--- src/hdl/pcdf_pkg.sv ---
// shared types, constants and helpers of the pair cutoff distance filter
package pcdf_pkg;

  localparam int unsigned DIMS       = 3;
  localparam int unsigned MAX_PAIRS  = 1024;
  localparam int unsigned AXES       = 3;

  localparam int unsigned IDX_W      = 10;
  localparam int unsigned DIM_W      = 2;
  localparam int unsigned POS_W      = 32;
  localparam int unsigned LEN_W      = 31;
  localparam int unsigned CUT_W      = 63;
  localparam int unsigned SQ_W       = 64;
  localparam int unsigned CNT_W      = 11;
  localparam int unsigned SLOT_W     = 10;
  localparam int unsigned MOVE_W     = POS_W + 2;
  localparam int unsigned CFG_IDX_W  = 2;
  localparam int unsigned CFG_DATA_W = 63;

  localparam logic [CNT_W-1:0] MAX_CNT  = CNT_W'(MAX_PAIRS);
  localparam logic [DIM_W-1:0] LAST_DIM = DIM_W'(DIMS - 1);

  typedef enum logic [CFG_IDX_W-1:0] {
    CFG_BOX_X  = 2'd0,
    CFG_BOX_Y  = 2'd1,
    CFG_BOX_Z  = 2'd2,
    CFG_CUTOFF = 2'd3
  } pcdf_cfg_e;

  typedef struct packed {
    logic [IDX_W-1:0] first;
    logic [IDX_W-1:0] second;
    logic [DIM_W-1:0] dim;
    logic             eos;
  } pcdf_meta_t;

  typedef struct packed {
    logic ld1;
    logic ld2;
    logic ld3;
    logic ld4;
    logic fire;
  } pcdf_ctl_t;

  function automatic logic dim_ok(logic [DIM_W-1:0] dim);
    return int'(dim) < int'(DIMS);
  endfunction

  function automatic logic [POS_W-1:0] sat32(logic [POS_W+2:0] v);
    logic [POS_W-1:0] r;
    if ($signed(v) > 35'sd2147483647) begin
      r = 32'h7fff_ffff;
    end else if ($signed(v) < -35'sd2147483648) begin
      r = 32'h8000_0000;
    end else begin
      r = v[POS_W-1:0];
    end
    return r;
  endfunction

endpackage

--- src/hdl/pcdf_sel.sv ---
// cutoff decision, kept-pair numbering, separation stores and result register
module pcdf_sel (
  input  logic                        clk_i,
  input  logic                        rst_ni,
  input  pcdf_pkg::pcdf_ctl_t         ctl_i,
  input  pcdf_pkg::pcdf_meta_t        meta_i,
  input  logic [pcdf_pkg::POS_W-1:0]  d_i,
  input  logic [pcdf_pkg::POS_W-1:0]  dn_i,
  input  logic [pcdf_pkg::SQ_W-1:0]   acc_i,
  input  logic [pcdf_pkg::SQ_W-1:0]   nacc_i,
  input  logic [pcdf_pkg::CUT_W-1:0]  cut_i,
  input  logic                        out_ready_i,
  output logic                        out_valid_o,
  output logic                        kept_o,
  output logic [pcdf_pkg::SLOT_W-1:0] slot_o,
  output logic [pcdf_pkg::IDX_W-1:0]  pair_first_o,
  output logic [pcdf_pkg::IDX_W-1:0]  pair_second_o,
  output logic [pcdf_pkg::POS_W-1:0]  sep_x_o,
  output logic [pcdf_pkg::POS_W-1:0]  sep_y_o,
  output logic [pcdf_pkg::POS_W-1:0]  sep_z_o,
  output logic [pcdf_pkg::POS_W-1:0]  next_sep_x_o,
  output logic [pcdf_pkg::POS_W-1:0]  next_sep_y_o,
  output logic [pcdf_pkg::POS_W-1:0]  next_sep_z_o,
  output logic                        slice_done_o,
  output logic [pcdf_pkg::CNT_W-1:0]  slice_count_o
);

  logic [pcdf_pkg::POS_W-1:0]  sep_store_q [pcdf_pkg::AXES];
  logic [pcdf_pkg::POS_W-1:0]  nsep_store_q [pcdf_pkg::AXES];
  logic [pcdf_pkg::POS_W-1:0]  sep_q [pcdf_pkg::AXES];
  logic [pcdf_pkg::POS_W-1:0]  nsep_q [pcdf_pkg::AXES];

  logic [pcdf_pkg::CNT_W-1:0]  cnt_q, cnt_d;
  logic [pcdf_pkg::CNT_W-1:0]  cnt_after;
  logic                        out_v_q, out_v_d;
  logic                        kept_q;
  logic [pcdf_pkg::SLOT_W-1:0] slot_q;
  logic [pcdf_pkg::IDX_W-1:0]  first_q;
  logic [pcdf_pkg::IDX_W-1:0]  second_q;
  logic                        done_q;
  logic [pcdf_pkg::CNT_W-1:0]  scnt_q;

  logic                        ok;
  logic                        keep;
  logic                        has_res;
  logic                        load;

  always_comb begin
    ok        = pcdf_pkg::dim_ok(meta_i.dim);
    keep      = ok && (meta_i.dim == pcdf_pkg::LAST_DIM)
              && (acc_i < {1'b0, cut_i}) && (nacc_i < {1'b0, cut_i})
              && (cnt_q < pcdf_pkg::MAX_CNT);
    has_res   = keep || meta_i.eos;
    load      = ctl_i.fire && has_res;
    cnt_after = cnt_q + pcdf_pkg::CNT_W'(keep);
    cnt_d     = cnt_q;
    if (ctl_i.fire) begin
      cnt_d = meta_i.eos ? '0 : cnt_after;
    end
    out_v_d   = load || (out_v_q && !out_ready_i);
  end

  always_ff @(posedge clk_i or negedge rst_ni) begin
    if (!rst_ni) begin
      cnt_q   <= '0;
      out_v_q <= 1'b0;
    end else begin
      cnt_q   <= cnt_d;
      out_v_q <= out_v_d;
    end
  end

  always_ff @(posedge clk_i) begin
    for (int k = 0; k < pcdf_pkg::AXES; k++) begin
      if (ctl_i.fire && ok && (meta_i.dim == pcdf_pkg::DIM_W'(k))) begin
        sep_store_q[k]  <= d_i;
        nsep_store_q[k] <= dn_i;
      end
    end
  end

  // the closing axis comes straight from the pipe, the others from the stores
  always_ff @(posedge clk_i) begin
    if (load) begin
      kept_q   <= keep;
      slot_q   <= keep ? cnt_q[pcdf_pkg::SLOT_W-1:0] : '0;
      first_q  <= keep ? meta_i.first : '0;
      second_q <= keep ? meta_i.second : '0;
      done_q   <= meta_i.eos;
      scnt_q   <= cnt_after;
      for (int k = 0; k < pcdf_pkg::AXES; k++) begin
        if (!keep || k >= pcdf_pkg::DIMS) begin
          sep_q[k]  <= '0;
          nsep_q[k] <= '0;
        end else if (meta_i.dim == pcdf_pkg::DIM_W'(k)) begin
          sep_q[k]  <= d_i;
          nsep_q[k] <= dn_i;
        end else begin
          sep_q[k]  <= sep_store_q[k];
          nsep_q[k] <= nsep_store_q[k];
        end
      end
    end
  end

  assign out_valid_o   = out_v_q;
  assign kept_o        = kept_q;
  assign slot_o        = slot_q;
  assign pair_first_o  = first_q;
  assign pair_second_o = second_q;
  assign sep_x_o       = sep_q[0];
  assign sep_y_o       = sep_q[1];
  assign sep_z_o       = sep_q[2];
  assign next_sep_x_o  = nsep_q[0];
  assign next_sep_y_o  = nsep_q[1];
  assign next_sep_z_o  = nsep_q[2];
  assign slice_done_o  = done_q;
  assign slice_count_o = scnt_q;

  a_count_bound: assert property (@(posedge clk_i) disable iff (!rst_ni)
    cnt_q <= pcdf_pkg::MAX_CNT)
    else $error("kept count beyond list size");

  a_slot_count: assert property (@(posedge clk_i) disable iff (!rst_ni)
    (out_v_q && kept_q) |-> ({1'b0, slot_q} + 11'd1 == scnt_q))
    else $error("slot and slice count disagree");

  a_drop_closes: assert property (@(posedge clk_i) disable iff (!rst_ni)
    (out_v_q && !kept_q) |-> done_q)
    else $error("result without kept pair or slice end");

  a_slice_clear: assert property (@(posedge clk_i) disable iff (!rst_ni)
    (ctl_i.fire && meta_i.eos) |=> (cnt_q == '0))
    else $error("count not cleared at slice end");

endmodule

--- config.mk ---
export PLATFORM = sky130hd
export DESIGN_NAME = pcdf_sel
export DESIGN_NICKNAME = d
export VERILOG_FILES = /design/src/hdl/pcdf_pkg.sv /design/src/hdl/pcdf_sel.sv
export SDC_FILE = /design/constraint.sdc
export NUM_CORES = 1
export LEC_CHECK = 0
export BUFFER_PORTS_ARGS = -buffer_cell sky130_fd_sc_hd__buf_2
export CAP_MARGIN = 10
export CORE_AREA = 4 4 198 200
export CTS_CLUSTER_SIZE = 30
export DETAILED_ROUTE_END_ITERATION = 7
export DIE_AREA = 0 0 202 204
export MAX_ROUTING_LAYER = met4
export PLACE_DENSITY = 0.7
export SLEW_MARGIN = 20
export SYNTH_ARGS = -nofsm -noshare
export SYNTH_HDL_FRONTEND = slang
export SYNTH_SLANG_ARGS = --single-unit
--- constraint.sdc ---
create_clock -name clk_i -period 6.6 [get_ports clk_i]
set_input_delay 0.99 -clock clk_i [delete_from_list [all_inputs] [get_ports clk_i]]
set_output_delay 0.99 -clock clk_i [all_outputs]
set_load 0.05 [all_outputs]
==> summary.json <==
{
  "grt_pass1_vias": 10800,
  "initial_utilization_pct": 43.2,
  "final_net_count": 2046,
  "grt_pass1_wl_um": 61700,
  "clk_root_buffer_cell": "clkbuf_16",
  "avgViaCountPerCell": 4.82,
  "groute.usage.overall_pct": 20.1,
  "synth-main-ff-cell": "edfxtp_1",
  "design.portCount": 522,
  "cellLeakagePower_nw": 8.97,
  "routabilityCongestion": 0.930,
  "share_comb_of_total_power_pct": 11.1,
  "post_cts_repair_resize_count": 0,
  "final_cell_area_um2": 20500,
  "io_buffer_count": 517,
  "clockPowerShare_pct": 36.7,
  "ir_drop_mv": 0.149,
  "grt_remaining_overflow": 0,
  "cts_htree_levels": 2,
  "fin_cells": 2178,
  "synthTopCellsByArea": "edfxtp_1 67%, ha_1 9.8%, and2_1 5.3%",
  "wire_per_inst_um": 19.3,
  "clock_insertion_delay_worst_skew_ns": 0.50,
  "die_area_um2": 41200,
  "final_layout_size_suffix_gt1_share_pct": 38.4,
  "cts_tree": "built",
  "flow.area_growth_from_synthesis_pct": 26.9,
  "met3_wirelength_um": 2640,
  "finalCriticalPeriod_ns": 4.90,
  "yosys.cell_count.top_type": "edfxtp_1",
  "ys_seq_area_share_pct": 69.3,
  "timing.critical_path.from_type": "primary input",
  "unrepaired_setup_endpoints_after_global_routing": "no",
  "synth.lib_cells_used.distinct": 48,
  "status": "completed",
  "route.met2.wl_um": 22500,
  "setup_tns_ns": 0,
  "synth_top_area_cell": "edfxtp_1",
  "sequentialPowerShare_pct": 52.2,
  "tightestPinTransition_ns": 1.04,
  "numPlacedInstances": 2107,
  "worst_setup_path_end_kind": "flop",
  "route.detailed.drc": 0,
  "synth.ff_latch_count": 375,
  "drv_cap": 0,
  "critPathRequiredTime_ns": 7.02,
  "largest_net_degree_at_the_start_of_global_routing": 74,
  "synth_warnings": 0,
  "design_power_total_mw": 5.21,
  "timing.final.crit_share_pct": 74.3,
  "maxSlewViolCount": 0,
  "crit_path_kind": "in -> reg",
  "detailed_place.area_um2": 19400,
  "holdCritPathClass": "in -> async",
  "dr_total_vias": 10500,
  "highest_layer": "met4",
  "p_int_mw": 3.98,
  "floorplan.core_area_um2": 37400,
  "die_h_um": 204,
  "total_switching_power_mw": 1.22,
  "drt_iter0_markers": 524,
  "wp_data_arrival_ns": 5.33,
  "cts_post_setup_buffers_inserted": 0,
  "critPathMaxFanout": 5,
  "post_synthesis_net_count": 1508,
  "wirelength_um": 41900,
  "detail-route-antenna-nets": 0,
  "max-slew-margin-rel_pct": 30.9,
  "p_sw_share_pct": 23.5,
  "count_of_mapped_cells_out_of_synthesis": 1096,
  "grt_antenna_before_repair": 13,
  "finalSetupViolations": 0,
  "synthArstFlopShare_pct": 3.20,
  "synthDominantCellAreaShare_pct": 67.5,
  "detailedPlacementHpwl_um": 32000,
  "tritoncts.num_buffers": 36,
  "syn-mean-instance-area_um2": 14.7,
  "timing.reg2reg.worst_path_depth": 16,
  "path_clk_slew_ns": 0.06,
  "buffer_depth_of_the_longest_clock_path": 3,
  "fmax_mhz": 204,
  "holdBufCountCts": 0,
  "reg2reg_slack_ns": 2.62,
  "worst_clk_skew_ns": 0.00887,
  "drt_first_pass_iters": 5,
  "fp.dieW_um": 202,
  "tritoncts_num_sinks": 375,
  "netlist_top_cells_count": "363 x edfxtp_1, 138 x and2_1, 126 x ha_1, 103 x inv_1, 55 x and2_2",
  "hold_violations": 0,
  "synth_area_um2": 16200,
  "detail_route.wirelength.met1_um": 15400,
  "synth_enable_flop_cells": 363,
  "powerDensity_nw_per_um2": 254,
  "floorplan.rows": 71
}
==> logic make-up (layout without fill, tap and decap cells) <==
group                      after synthesis  after routing  synth area share, %
buffers and inverters                  132            694                 3.45
other                                    0              9                    0
and+or+nand+nor                        343            343                 12.6
AOI/OAI and AO/OA                      111            111                 4.35
adders and majority gates              126            126                 9.76
DFF                                    375            375                 69.3
xor gates and xnor gates                 9              9                0.488
==> worst max-delay path, cell delays in order <==
cell and delay (ns):
buf_2 0.08, inv_1 0.05, ha_1 0.29, a21o_1 0.18
a221o_1 0.32, a221oi_1 0.56, o22ai_1 0.18, a211o_1 0.32
or3_1 0.36, inv_1 0.09, ha_1 0.20, ha_1 0.25
nand3_1 0.14, nor3_1 0.49, nand2_1 0.11, nor4_1 0.25
xor2_1 0.22, nand2_1 0.07, o21ai_0 0.16
==> metrics by stage <==
stage	hold WS (ns)	utilization [%]	setup slack, ns
3_5_place_dp	0.490	51.8	1.11
5_1_grt	0.359	54.8	1.30
6_report	0.359	54.8	1.70
2_1_floorplan	0.492	-	0.0416
3_3_place_gp	0.486	51.8	1.15
4_1_cts	0.342	54.7	1.62
==> cell type report <==
cell class | instances | area (µm²)
Fill cell | 3129 | 16900
Sequential cell | 375 | 11200
Multi-Input combinational cell | 589 | 4460
Timing Repair Buffer | 529 | 2700
Clock buffer | 48 | 967
Tap cell | 511 | 639
Inverter | 103 | 387
Clock inverter | 14 | 118
Antenna cell | 9 | 22.5
==> power groups by stage <==
stage / combinational, mW / sequential (mW) / clock (mW)
floorplan: 0.169 / 2.96 / 0
global placement: 0.572 / 2.77 / 0
detailed placement: 0.581 / 2.77 / 0
CTS: 0.584 / 2.72 / 1.96
global route: 0.626 / 2.73 / 2.06
finish: 0.577 / 2.72 / 1.91
==> path summary, 6_finish.rpt <==
| path | endpoint | from |
|---|---|---|
| worst max-delay path | cnt_q[10] | cut_i[17] |
| worst min-delay path | cnt_q[5] | rst_ni |
| worst max register to register | cnt_q[10] | cnt_q[10] |
| worst min register to register | out_valid_o | out_valid_o |
| max in group asynchronous | cnt_q[10] | rst_ni |
| min in group clk_i | out_valid_o | out_valid_o |
==> flip-flops by register name, indices dropped and copies added, names as in the netlist, 10 cells and up <==
signal,count
pair_second_o,10
slice_count_o,11
sep_q,96
nsep_store_q,64
slot_o,10
cnt_q,11
pair_first_o,10
nsep_q,96
sep_store_q,64
==> cells in the final DEF (no fill, tap or decap), types with 3 or more instances in the layout <==
| cell | count |
|---|---|
| nand2_1 | 31 |
| diode_2 | 9 |
| a21boi_0 | 3 |
| a21oi_1 | 42 |
| and4_1 | 5 |
| a21oi_4 | 4 |
| clkbuf_1 | 11 |
| edfxtp_1 | 363 |
| inv_1 | 103 |
| o21ai_0 | 22 |
| clkinv_1 | 8 |
| dfrtp_1 | 12 |
| nand2b_1 | 3 |
| nor3_1 | 6 |
| nor4_1 | 4 |
| xnor2_1 | 7 |
| clkbuf_16 | 37 |
| ha_1 | 126 |
| nand3_1 | 29 |
| and2_1 | 138 |
| buf_4 | 10 |
| nand4_1 | 22 |
| nor2_1 | 40 |
| buf_2 | 517 |
| a22o_1 | 3 |
| and2_2 | 55 |
| a221oi_1 | 8 |
| a21o_1 | 8 |
==> per-layer routing <==
metal | vias to the layer above | GRT usage [%]
met3 | 79 | 3.95
met5 | - | -
met4 | 0 | 6.64
met2 | 420 | 37.1
li1 | 5061 | -
met1 | 4941 | 21.9
No activity file was read; power rests on OpenSTA's default activity.
