<file path="src/hdl/pcdf_pkg.sv">
// shared types, constants and helpers of the pair cutoff distance filter
package pcdf_pkg;

  localparam int unsigned DIMS       = 3;
  localparam int unsigned MAX_PAIRS  = 1024;
  localparam int unsigned AXES       = 3;

  localparam int unsigned IDX_W      = 10;
  localparam int unsigned DIM_W      = 2;
  localparam int unsigned POS_W      = 32;
  localparam int unsigned LEN_W      = 31;
  localparam int unsigned CUT_W      = 63;
  localparam int unsigned SQ_W       = 64;
  localparam int unsigned CNT_W      = 11;
  localparam int unsigned SLOT_W     = 10;
  localparam int unsigned MOVE_W     = POS_W + 2;
  localparam int unsigned CFG_IDX_W  = 2;
  localparam int unsigned CFG_DATA_W = 63;

  localparam logic [CNT_W-1:0] MAX_CNT  = CNT_W'(MAX_PAIRS);
  localparam logic [DIM_W-1:0] LAST_DIM = DIM_W'(DIMS - 1);

  typedef enum logic [CFG_IDX_W-1:0] {
    CFG_BOX_X  = 2'd0,
    CFG_BOX_Y  = 2'd1,
    CFG_BOX_Z  = 2'd2,
    CFG_CUTOFF = 2'd3
  } pcdf_cfg_e;

  typedef struct packed {
    logic [IDX_W-1:0] first;
    logic [IDX_W-1:0] second;
    logic [DIM_W-1:0] dim;
    logic             eos;
  } pcdf_meta_t;

  typedef struct packed {
    logic ld1;
    logic ld2;
    logic ld3;
    logic ld4;
    logic fire;
  } pcdf_ctl_t;

  function automatic logic dim_ok(logic [DIM_W-1:0] dim);
    return int'(dim) < int'(DIMS);
  endfunction

  function automatic logic [POS_W-1:0] sat32(logic [POS_W+2:0] v);
    logic [POS_W-1:0] r;
    if ($signed(v) > 35'sd2147483647) begin
      r = 32'h7fff_ffff;
    end else if ($signed(v) < -35'sd2147483648) begin
      r = 32'h8000_0000;
    end else begin
      r = v[POS_W-1:0];
    end
    return r;
  endfunction

endpackage

</file>
<file path="src/hdl/pcdf_sep.sv">
// minimum-image separation and next-slice separation stages
module pcdf_sep (
  input  logic                        clk_i,
  input  pcdf_pkg::pcdf_ctl_t         ctl_i,
  input  pcdf_pkg::pcdf_meta_t        meta_i,
  input  logic [pcdf_pkg::POS_W-1:0]  a_now_i,
  input  logic [pcdf_pkg::POS_W-1:0]  b_now_i,
  input  logic [pcdf_pkg::POS_W-1:0]  a_next_i,
  input  logic [pcdf_pkg::POS_W-1:0]  b_next_i,
  input  logic [pcdf_pkg::LEN_W-1:0]  len_i,
  output pcdf_pkg::pcdf_meta_t        meta_o,
  output logic [pcdf_pkg::POS_W-1:0]  d_o,
  output logic [pcdf_pkg::POS_W-1:0]  dn_o
);

  logic [pcdf_pkg::POS_W:0]    diff;
  logic [pcdf_pkg::MOVE_W-1:0] diff_x;
  logic [pcdf_pkg::MOVE_W-1:0] twod;
  logic [pcdf_pkg::MOVE_W-1:0] len_s;
  logic [pcdf_pkg::MOVE_W-1:0] wrapped;
  logic [pcdf_pkg::POS_W:0]    move_a;
  logic [pcdf_pkg::POS_W:0]    move_b;
  logic [pcdf_pkg::MOVE_W-1:0] move;
  logic [pcdf_pkg::POS_W+2:0]  next_sum;

  pcdf_pkg::pcdf_meta_t        meta1_q;
  logic [pcdf_pkg::POS_W-1:0]  d1_q;
  logic [pcdf_pkg::MOVE_W-1:0] move1_q;
  pcdf_pkg::pcdf_meta_t        meta2_q;
  logic [pcdf_pkg::POS_W-1:0]  d2_q;
  logic [pcdf_pkg::POS_W-1:0]  dn2_q;

  always_comb begin
    diff    = {a_now_i[pcdf_pkg::POS_W-1], a_now_i} - {b_now_i[pcdf_pkg::POS_W-1], b_now_i};
    diff_x  = {diff[pcdf_pkg::POS_W], diff};
    twod    = {diff, 1'b0};
    len_s   = {3'b000, len_i};
    if ($signed(twod) >= $signed(len_s)) begin
      wrapped = diff_x - len_s;
    end else if ($signed(twod) <= -$signed(len_s)) begin
      wrapped = diff_x + len_s;
    end else begin
      wrapped = diff_x;
    end
    move_a  = {a_next_i[pcdf_pkg::POS_W-1], a_next_i} - {a_now_i[pcdf_pkg::POS_W-1], a_now_i};
    move_b  = {b_next_i[pcdf_pkg::POS_W-1], b_next_i} - {b_now_i[pcdf_pkg::POS_W-1], b_now_i};
    move    = {move_a[pcdf_pkg::POS_W], move_a} - {move_b[pcdf_pkg::POS_W], move_b};
  end

  always_comb begin
    next_sum = {{3{d1_q[pcdf_pkg::POS_W-1]}}, d1_q}
             + {move1_q[pcdf_pkg::MOVE_W-1], move1_q};
  end

  always_ff @(posedge clk_i) begin
    if (ctl_i.ld1) begin
      meta1_q <= meta_i;
      d1_q    <= pcdf_pkg::sat32({wrapped[pcdf_pkg::MOVE_W-1], wrapped});
      move1_q <= move;
    end
    if (ctl_i.ld2) begin
      meta2_q <= meta1_q;
      d2_q    <= d1_q;
      dn2_q   <= pcdf_pkg::sat32(next_sum);
    end
  end

  assign meta_o = meta2_q;
  assign d_o    = d2_q;
  assign dn_o   = dn2_q;

endmodule

</file>
<file path="config.mk">
export PLATFORM = sky130hd
export DESIGN_NAME = pcdf_sep
export DESIGN_NICKNAME = d
export VERILOG_FILES = /design/src/hdl/pcdf_pkg.sv /design/src/hdl/pcdf_sep.sv
export SDC_FILE = /design/constraint.sdc
export NUM_CORES = 1
export LEC_CHECK = 0
export BUFFER_PORTS_ARGS = -buffer_cell sky130_fd_sc_hd__buf_4
export CORE_ASPECT_RATIO = 1.25
export CORE_MARGIN = 2
export CORE_UTILIZATION = 30
export DETAILED_ROUTE_END_ITERATION = 8
export PLACE_DENSITY = 0.51
export SETUP_SLACK_MARGIN = 0.5
export SYNTH_ARGS = -nofsm -noshare
export SYNTH_HDL_FRONTEND = slang
export SYNTH_SLANG_ARGS = --single-unit
</file>
<file path="constraint.sdc">
create_clock -name clk_i -period 10.5 [get_ports clk_i]
set_input_delay 1.575 -clock clk_i [delete_from_list [all_inputs] [get_ports clk_i]]
set_output_delay 1.575 -clock clk_i [all_outputs]
set_load 0.02 [all_outputs]
</file>
==> flow_metrics.env, run 1 <==
export IMPL_cts_made_buffers=17
export IMPL_final_cell_area_um2=21400
export IMPL_tightestPinTransition_ns=1.05
export IMPL_postCtsResizedCells=0
export IMPL_drv_slew=0
export IMPL_cts_hold_buf=0
export IMPL_gp_congestion=0.938
export IMPL_vias_per_cell=5.21
export IMPL_drt_pass1_iter_count=5
export IMPL_p_int_mw=2.70
export IMPL_vias=15200
export IMPL_slowest_stage="a2111oi_0"
export IMPL_path_buf_inv=4
export IMPL_syn_cell_area_um2=18000
export IMPL_crit_start="a_now_i[0]"
export IMPL_holdPathStages=0
export IMPL_drc=0
export IMPL_final_period_utilization_pct=81.4
export IMPL_stdcell_count=2913
export IMPL_fin_tns_setup_ns=0
export IMPL_critPathRequiredTime_ns=10.68
export IMPL_slew_limit_headroom_pct=30.1
export IMPL_outcome="finished clean"
export IMPL_grt_pass1_vias=15800
export IMPL_antenna_found_initial=2
export IMPL_die_h_um=278
export IMPL_p_sw_share_pct=44.9
export IMPL_synthArstFlopShare_pct=0
export IMPL_p_switching_mw=2.20
export IMPL_worstSetupPathType="input port to flip-flop"
export IMPL_path_delay_family="compound AO/OA/AOI/OAI gates"
export IMPL_seqPwrFrac_pct=25.4
export IMPL_cts_num_sinks=176
export IMPL_use_met2_pct=33.8
export IMPL_area_delta_synth_final_pct=19.1
export IMPL_insertion_delay_ns=0.45
export IMPL_placed_area_um2=20900
export IMPL_total_power_mw=4.90
export IMPL_nFillCells=5934
export IMPL_maxCapViolCount=0
export IMPL_cts_htree_levels=4
export IMPL_crit_fanout=13
export IMPL_synth_distinct_cells=94
export IMPL_io_buffers=271
export IMPL_endpoint_kind="flip-flop"
export IMPL_grt_max_degree=67
export IMPL_cts_path_max_buffers=2
export IMPL_powerDensity_nw_per_um2=229
export IMPL_groute_usage_overall_pct=18.4
export IMPL_finalCriticalPeriod_ns=8.55
export IMPL_cts_setup_buffers=0
export IMPL_antenna_left=0
export IMPL_critPathLaunchType="input port"
export IMPL_setup_slack_ns=1.95
export IMPL_crit_path_end="d1_q[30]"
export IMPL_grt_first_pass_wirelength_um=88100
export IMPL_arrival_ns=8.73
export IMPL_r2r_cells=12
export IMPL_r2r_start="d1_q[2]"
export IMPL_synth_edff_count=176
export IMPL_r2r_slack_ns=5.66
export IMPL_syn_num_nets=2358
export IMPL_p_leak_nw=9.21
export IMPL_comb_power_share_pct=61.4
export IMPL_cts_root_buf="clkbuf_16"
export IMPL_clkSlewWorstSetupHoldPaths_ns=0.08
export IMPL_syn_inst=1875
export IMPL_post_dp_hpwl_um=49600
export IMPL_rsz0062_at_grt="false"
export IMPL_core_area_um2=59400
export IMPL_place_inst=2880
export IMPL_drt_wirelength_per_cell_um=19.7
export IMPL_seq_area_frac_synth_pct=29.4
export IMPL_vdd_drop_max_mv=0.128
export IMPL_finalNetCount=2617
export IMPL_ys_flop_type="edfxtp_1"
export IMPL_ios=275
export IMPL_wirelength_um=57400
export IMPL_drive_gt1_share_pct=18.6
export IMPL_finalHoldViolCount=0
export IMPL_die_w_um=223
export IMPL_drt_iter0_markers=758
export IMPL_skew_ns=0.0124
export IMPL_std_cell_rows=100
export IMPL_avgSynthCellArea_um2=9.60
export IMPL_hold_path_class="flip-flop to flip-flop"
export IMPL_gr_usage_met1_pct=21.5
export IMPL_cts_tree="yes"
export IMPL_fmax_ghz=0.117
export IMPL_yosysWarnings=0
export IMPL_place_ws_ns=1.31
export IMPL_clock_power_share_pct=13.2
export IMPL_max_stage_delay_ns=0.72
export IMPL_ys_seq_elements=176
export IMPL_setup_violations=0
export IMPL_worstReg2RegEnd="dn_o[28]"
export IMPL_grt_remaining_overflow=0
export IMPL_grt_use_met3_pct=2.10
export IMPL_busiest_layer="met2"
export IMPL_fp_dieArea_um2=62000
export IMPL_cp_common_cell="a21oi_1"
export IMPL_path_depth=27
export IMPL_initial_core_util_pct=30.3
[area by class of cell]
cell class	instances	area [µm²]	share of cell area, %
inverters	196	736	3.43
clock inverters	15	163	0.759
clock buffers	17	425	1.98
multi-input cells	1454	11700	54.6
well taps	765	957	4.46
diodes	1	2.50	0.0117
flip-flops and latches	176	5290	24.6
repair buffers	289	2170	10.1
[per-stage QoR]
step,hold WS [ns],util [%]
after floorplan,0.400,-
after global placement,0.402,35.1
after detailed placement,0.405,35.1
after CTS,0.415,36.1
after global routing,0.427,36.1
final,0.416,36.1
[sequential cells by signal, summed over array words and instances, names as in the netlist]
register	flops
meta1_q	23
move1_q	34
d_o	32
meta_o	23
d1_q	32
dn_o	32
[routing by layer]
layer / share of wire (%) / vias up
met5: 0.023 / -
met4: 4.0 / 2
met3: 3.2 / 91
met2: 51 / 352
met1: 41 / 7210
li1: - / 7521
[Yosys cell counts, types with 13 or more instances]
cell	instances	area share (%)
a21oi_1	152	4.2
nor3_1	45	1.3
o21ai_0	100	2.8
a221oi_1	19	0.92
nand2b_1	26	0.90
a31oi_1	27	0.94
nand3_1	46	1.3
inv_1	195	4.1
o211ai_1	16	0.67
a21o_1	47	2.0
fa_1	70	7.8
o22ai_1	15	0.52
xnor2_1	81	3.9
ha_1	225	16
xor2_1	28	1.4
edfxtp_1	176	29
nand2_1	78	1.6
nor2b_1	23	0.80
o21bai_1	20	0.83
clkbuf_1	24	0.50
buf_2	13	0.36
and3_1	22	0.76
nand4_1	23	0.80
nor2_1	113	2.4
a211oi_1	18	0.75
o21a_1	20	0.83
o21ai_2	22	1.1
[how the worst min path moves through the flow]
stage | slack [ns] | end | startpoint
floorplan | 0.40 | meta_o[0] | meta1_q[0]
global placement | 0.40 | meta_o[18] | meta1_q[18]
detailed placement | 0.41 | meta_o[7] | meta1_q[7]
CTS | 0.42 | meta_o[7] | meta1_q[7]
global route | 0.43 | meta_o[7] | meta1_q[7]
finish | 0.42 | meta_o[5] | meta1_q[5]
[worst reg2reg max path, cell delays in order (launching register included)]
cell and delay (ns):
edfxtp_1 0.47, ha_1 0.41, o21ai_0 0.18, o211ai_1 0.29, a31oi_1 0.21, o21ai_0 0.61
nand2_1 0.19, a41oi_1 0.49, or2_2 0.24, or3_1 0.11, nand4_1 0.15, o21ai_2 0.86
o41ai_1 0.32
[cell families (layout without fill, tap and decap cells)]
logic type / count (synthesis) / count (layout) / synth area share [%]
multiplexers: 7 / 7 / 0.396
adder cells (fa/ha/maj): 295 / 295 / 23.4
AND/OR/NAND/NOR: 439 / 439 / 12.4
flip-flops: 176 / 176 / 29.4
XOR/XNOR: 109 / 109 / 5.30
other: 0 / 1 / 0
buffers and inverters: 245 / 517 / 5.73
AO/OA/AOI/OAI: 604 / 604 / 23.4
[power by group through the flow]
stage	Clock (mW)	Sequential, mW	Combinational (mW)
after floorplan	0	1.32	2.07
after global placement	0	1.26	2.96
after detailed placement	0	1.26	3.00
after CTS	0.669	1.25	3.02
after global routing	0.695	1.27	3.35
final	0.648	1.24	3.01
[cells in the final DEF, fill, tap and decap left out, drive strengths merged, types with 8 or more instances in the layout]
| cell type | count |
|---|---|
| clkbuf | 17 |
| buf | 289 |
| inv | 206 |
| a211oi | 19 |
| nor2b | 23 |
| or3 | 9 |
| and2 | 8 |
| o221a | 12 |
| a221oi | 19 |
| nor3 | 45 |
| fa | 70 |
| and3 | 23 |
| and4 | 8 |
| nor2 | 114 |
| nand2 | 79 |
| xnor2 | 81 |
| a2111oi | 8 |
| o21a | 20 |
| edfxtp | 176 |
| a31oi | 28 |
| ha | 225 |
| o21ai | 127 |
| o31ai | 24 |
| o221ai | 9 |
| xor2 | 28 |
| o211ai | 16 |
| nand2b | 26 |
| o21bai | 20 |
| o22ai | 15 |
| a21o | 47 |
| nor4 | 10 |
| a21oi | 154 |
| nand3 | 46 |
| nand4 | 23 |
Power figures use the tool's default switching activity.
==> run 2, diff against run 1 <==
--- a/config.mk
+++ b/config.mk
@@ -10,7 +10,7 @@
 export CORE_MARGIN = 2
 export CORE_UTILIZATION = 30
 export DETAILED_ROUTE_END_ITERATION = 8
-export PLACE_DENSITY = 0.51
+export PLACE_DENSITY = 0.52
 export SETUP_SLACK_MARGIN = 0.5
 export SYNTH_ARGS = -nofsm -noshare
 export SYNTH_HDL_FRONTEND = slang
==> constraint.sdc (replaced) <==
create_clock -name clk_i -period 7.5 [get_ports clk_i]
set_input_delay 1.125 -clock clk_i [delete_from_list [all_inputs] [get_ports clk_i]]
set_output_delay 1.125 -clock clk_i [all_outputs]
set_load 0.02 [all_outputs]
==> flow_metrics.env, run 2 (synthesis gave the netlist of run 1 again) <==
export IMPL_rsz0062_at_grt="true"
export IMPL_gr_usage_met1_pct=22.3
export IMPL_placed_area_um2=21400
export IMPL_std_cell_rows=100
export IMPL_finalHoldViolCount=0
export IMPL_post_dp_hpwl_um=49900
export IMPL_seqPwrFrac_pct=24.5
export IMPL_cts_path_max_buffers=2
export IMPL_cts_num_sinks=176
export IMPL_antenna_found_initial=1
export IMPL_ios=275
export IMPL_final_cell_mix="346 x buf_4, 223 x ha_1, 195 x inv_1"
export IMPL_grt_max_degree=69
export IMPL_gp_congestion=0.908
export IMPL_final_common_cell="buf_4"
export IMPL_drv_slew=0
export IMPL_wirelength_um=58600
export IMPL_io_buffers=271
export IMPL_critPathRequiredTime_ns=7.77
export IMPL_max_stage_delay_ns=0.46
export IMPL_cts_htree_levels=4
export IMPL_skew_ns=0.0118
export IMPL_crit_fanout=13
export IMPL_insertion_delay_ns=0.45
export IMPL_final_cell_area_um2=22100
export IMPL_drt_wirelength_per_cell_um=19.7
export IMPL_crit_start="a_now_i[0]"
export IMPL_cp_common_cell="buf_4"
export IMPL_use_met2_pct=35.2
export IMPL_area_delta_synth_final_pct=22.9
export IMPL_cts_made_buffers=17
export IMPL_p_switching_mw=3.13
export IMPL_vias_per_cell=5.17
export IMPL_r2r_start="d1_q[3]"
export IMPL_min_delay_start="meta1_q[20]"
export IMPL_drt_pass1_iter_count=7
export IMPL_p_int_mw=3.93
export IMPL_p_leak_nw=9.58
export IMPL_die_h_um=278
export IMPL_busiest_layer="met2"
export IMPL_clock_power_share_pct=12.9
export IMPL_endpoint_kind="flip-flop"
export IMPL_powerDensity_nw_per_um2=319
export IMPL_critPathLaunchType="input port"
export IMPL_top_register="move1_q"
export IMPL_clkSlewWorstSetupHoldPaths_ns=0.07
export IMPL_fp_dieArea_um2=62000
export IMPL_comb_power_share_pct=62.6
export IMPL_grt_remaining_overflow=0
export IMPL_outcome="finished clean"
export IMPL_vdd_drop_max_mv=0.200
export IMPL_cts_root_buf="clkbuf_16"
export IMPL_largest_reg_flops=34
export IMPL_tightestPinTransition_ns=1.05
export IMPL_p_sw_share_pct=44.4
export IMPL_path_buf_inv=7
export IMPL_drt_iter0_markers=773
export IMPL_initial_core_util_pct=30.3
export IMPL_antenna_left=0
export IMPL_arrival_ns=7.02
export IMPL_fmax_ghz=0.148
export IMPL_grt_use_met3_pct=1.65
export IMPL_path_delay_family="compound AO/OA/AOI/OAI gates"
export IMPL_cts_tree="yes"
export IMPL_grt_pass1_vias=15900
export IMPL_num_antenna_cells=0
export IMPL_drive_gt1_share_pct=21.5
export IMPL_maxCapViolCount=0
export IMPL_final_period_utilization_pct=90.0
export IMPL_fin_tns_setup_ns=0
export IMPL_die_w_um=223
export IMPL_vias=15400
export IMPL_slew_limit_headroom_pct=29.9
export IMPL_finalNetCount=2681
export IMPL_groute_usage_overall_pct=18.5
export IMPL_drc=0
export IMPL_slowest_stage="a21oi_4"
export IMPL_finalCriticalPeriod_ns=6.75
export IMPL_total_power_mw=7.06
export IMPL_core_area_um2=59400
export IMPL_grt_first_pass_wirelength_um=89200
export IMPL_worstSetupPathType="input port to flip-flop"
export IMPL_hold_path_class="flip-flop to flip-flop"
export IMPL_setup_violations=0
export IMPL_fin_util_pct=37.2
run 2: cell types whose count changed in the layout (fill, tap and decap cells not counted), sizes merged:
cell	delta
buf	+63
inv	-2
a21oi	+1
bufinv	+1
clkinv	+1
diode	-1
run 2: per-layer routing:
metal,wire [µm],part of all wire [%]
met1,25200,43
met2,30900,53
met3,1690,2.9
met4,915,1.6
met5,13,0.022
run 2: final timing paths:
| kind | end | slack, ns | depth (start not counted) |
|---|---|---|---|
| worst max register to register | dn_o[27] | 2.60 | 12 |
| worst max-delay path | d1_q[4] | 0.75 | 30 |
| worst min register to register | meta_o[20] | 0.42 | 0 |
| worst min-delay path | meta_o[20] | 0.42 | 0 |
run 2: timing repair:
| action | CTS | global route |
|---|---|---|
| hold endpoints to repair | 0 | 0 |
| pin swaps | 1 | 11 |
| gates cloned | 0 | 1 |
| endpoints found under the setup margin | 31 | 31 |
| hold buffers | 0 | 0 |
| resized for setup | 3 | 19 |
| buffers inserted | 0 | 5 |
run 2: cell type report:
cell class | instances | area [µm²]
timing repair buffer | 352 | 2720
multi-input combinational | 1455 | 11800
sequential | 176 | 5290
clock inverter | 15 | 173
inverter | 196 | 736
clock buffer | 17 | 425
fill | 5980 | 37300
tap | 765 | 957
run 2: through the flow:
| step | hold WS [ns] | worst slack, ns | cells |
|---|---|---|---|
| floorplan | 0.400 | 1.17 | 1875 |
| global route | 0.425 | 0.484 | 2976 |
| CTS | 0.413 | 0.505 | 2970 |
| finish | 0.415 | 0.753 | 2976 |
| detailed placement | 0.405 | -0.285 | 2938 |
| global placement | 0.400 | -0.268 | 2938 |
run 2: power groups by stage:
stage / clock network (mW) / logic (mW) / registers, mW
2_1_floorplan: 0 / 2.90 / 1.85
3_3_place_gp: 0 / 4.30 / 1.76
3_5_place_dp: 0 / 4.36 / 1.76
4_1_cts: 0.945 / 4.38 / 1.74
5_1_grt: 0.975 / 4.90 / 1.76
6_report: 0.914 / 4.42 / 1.73
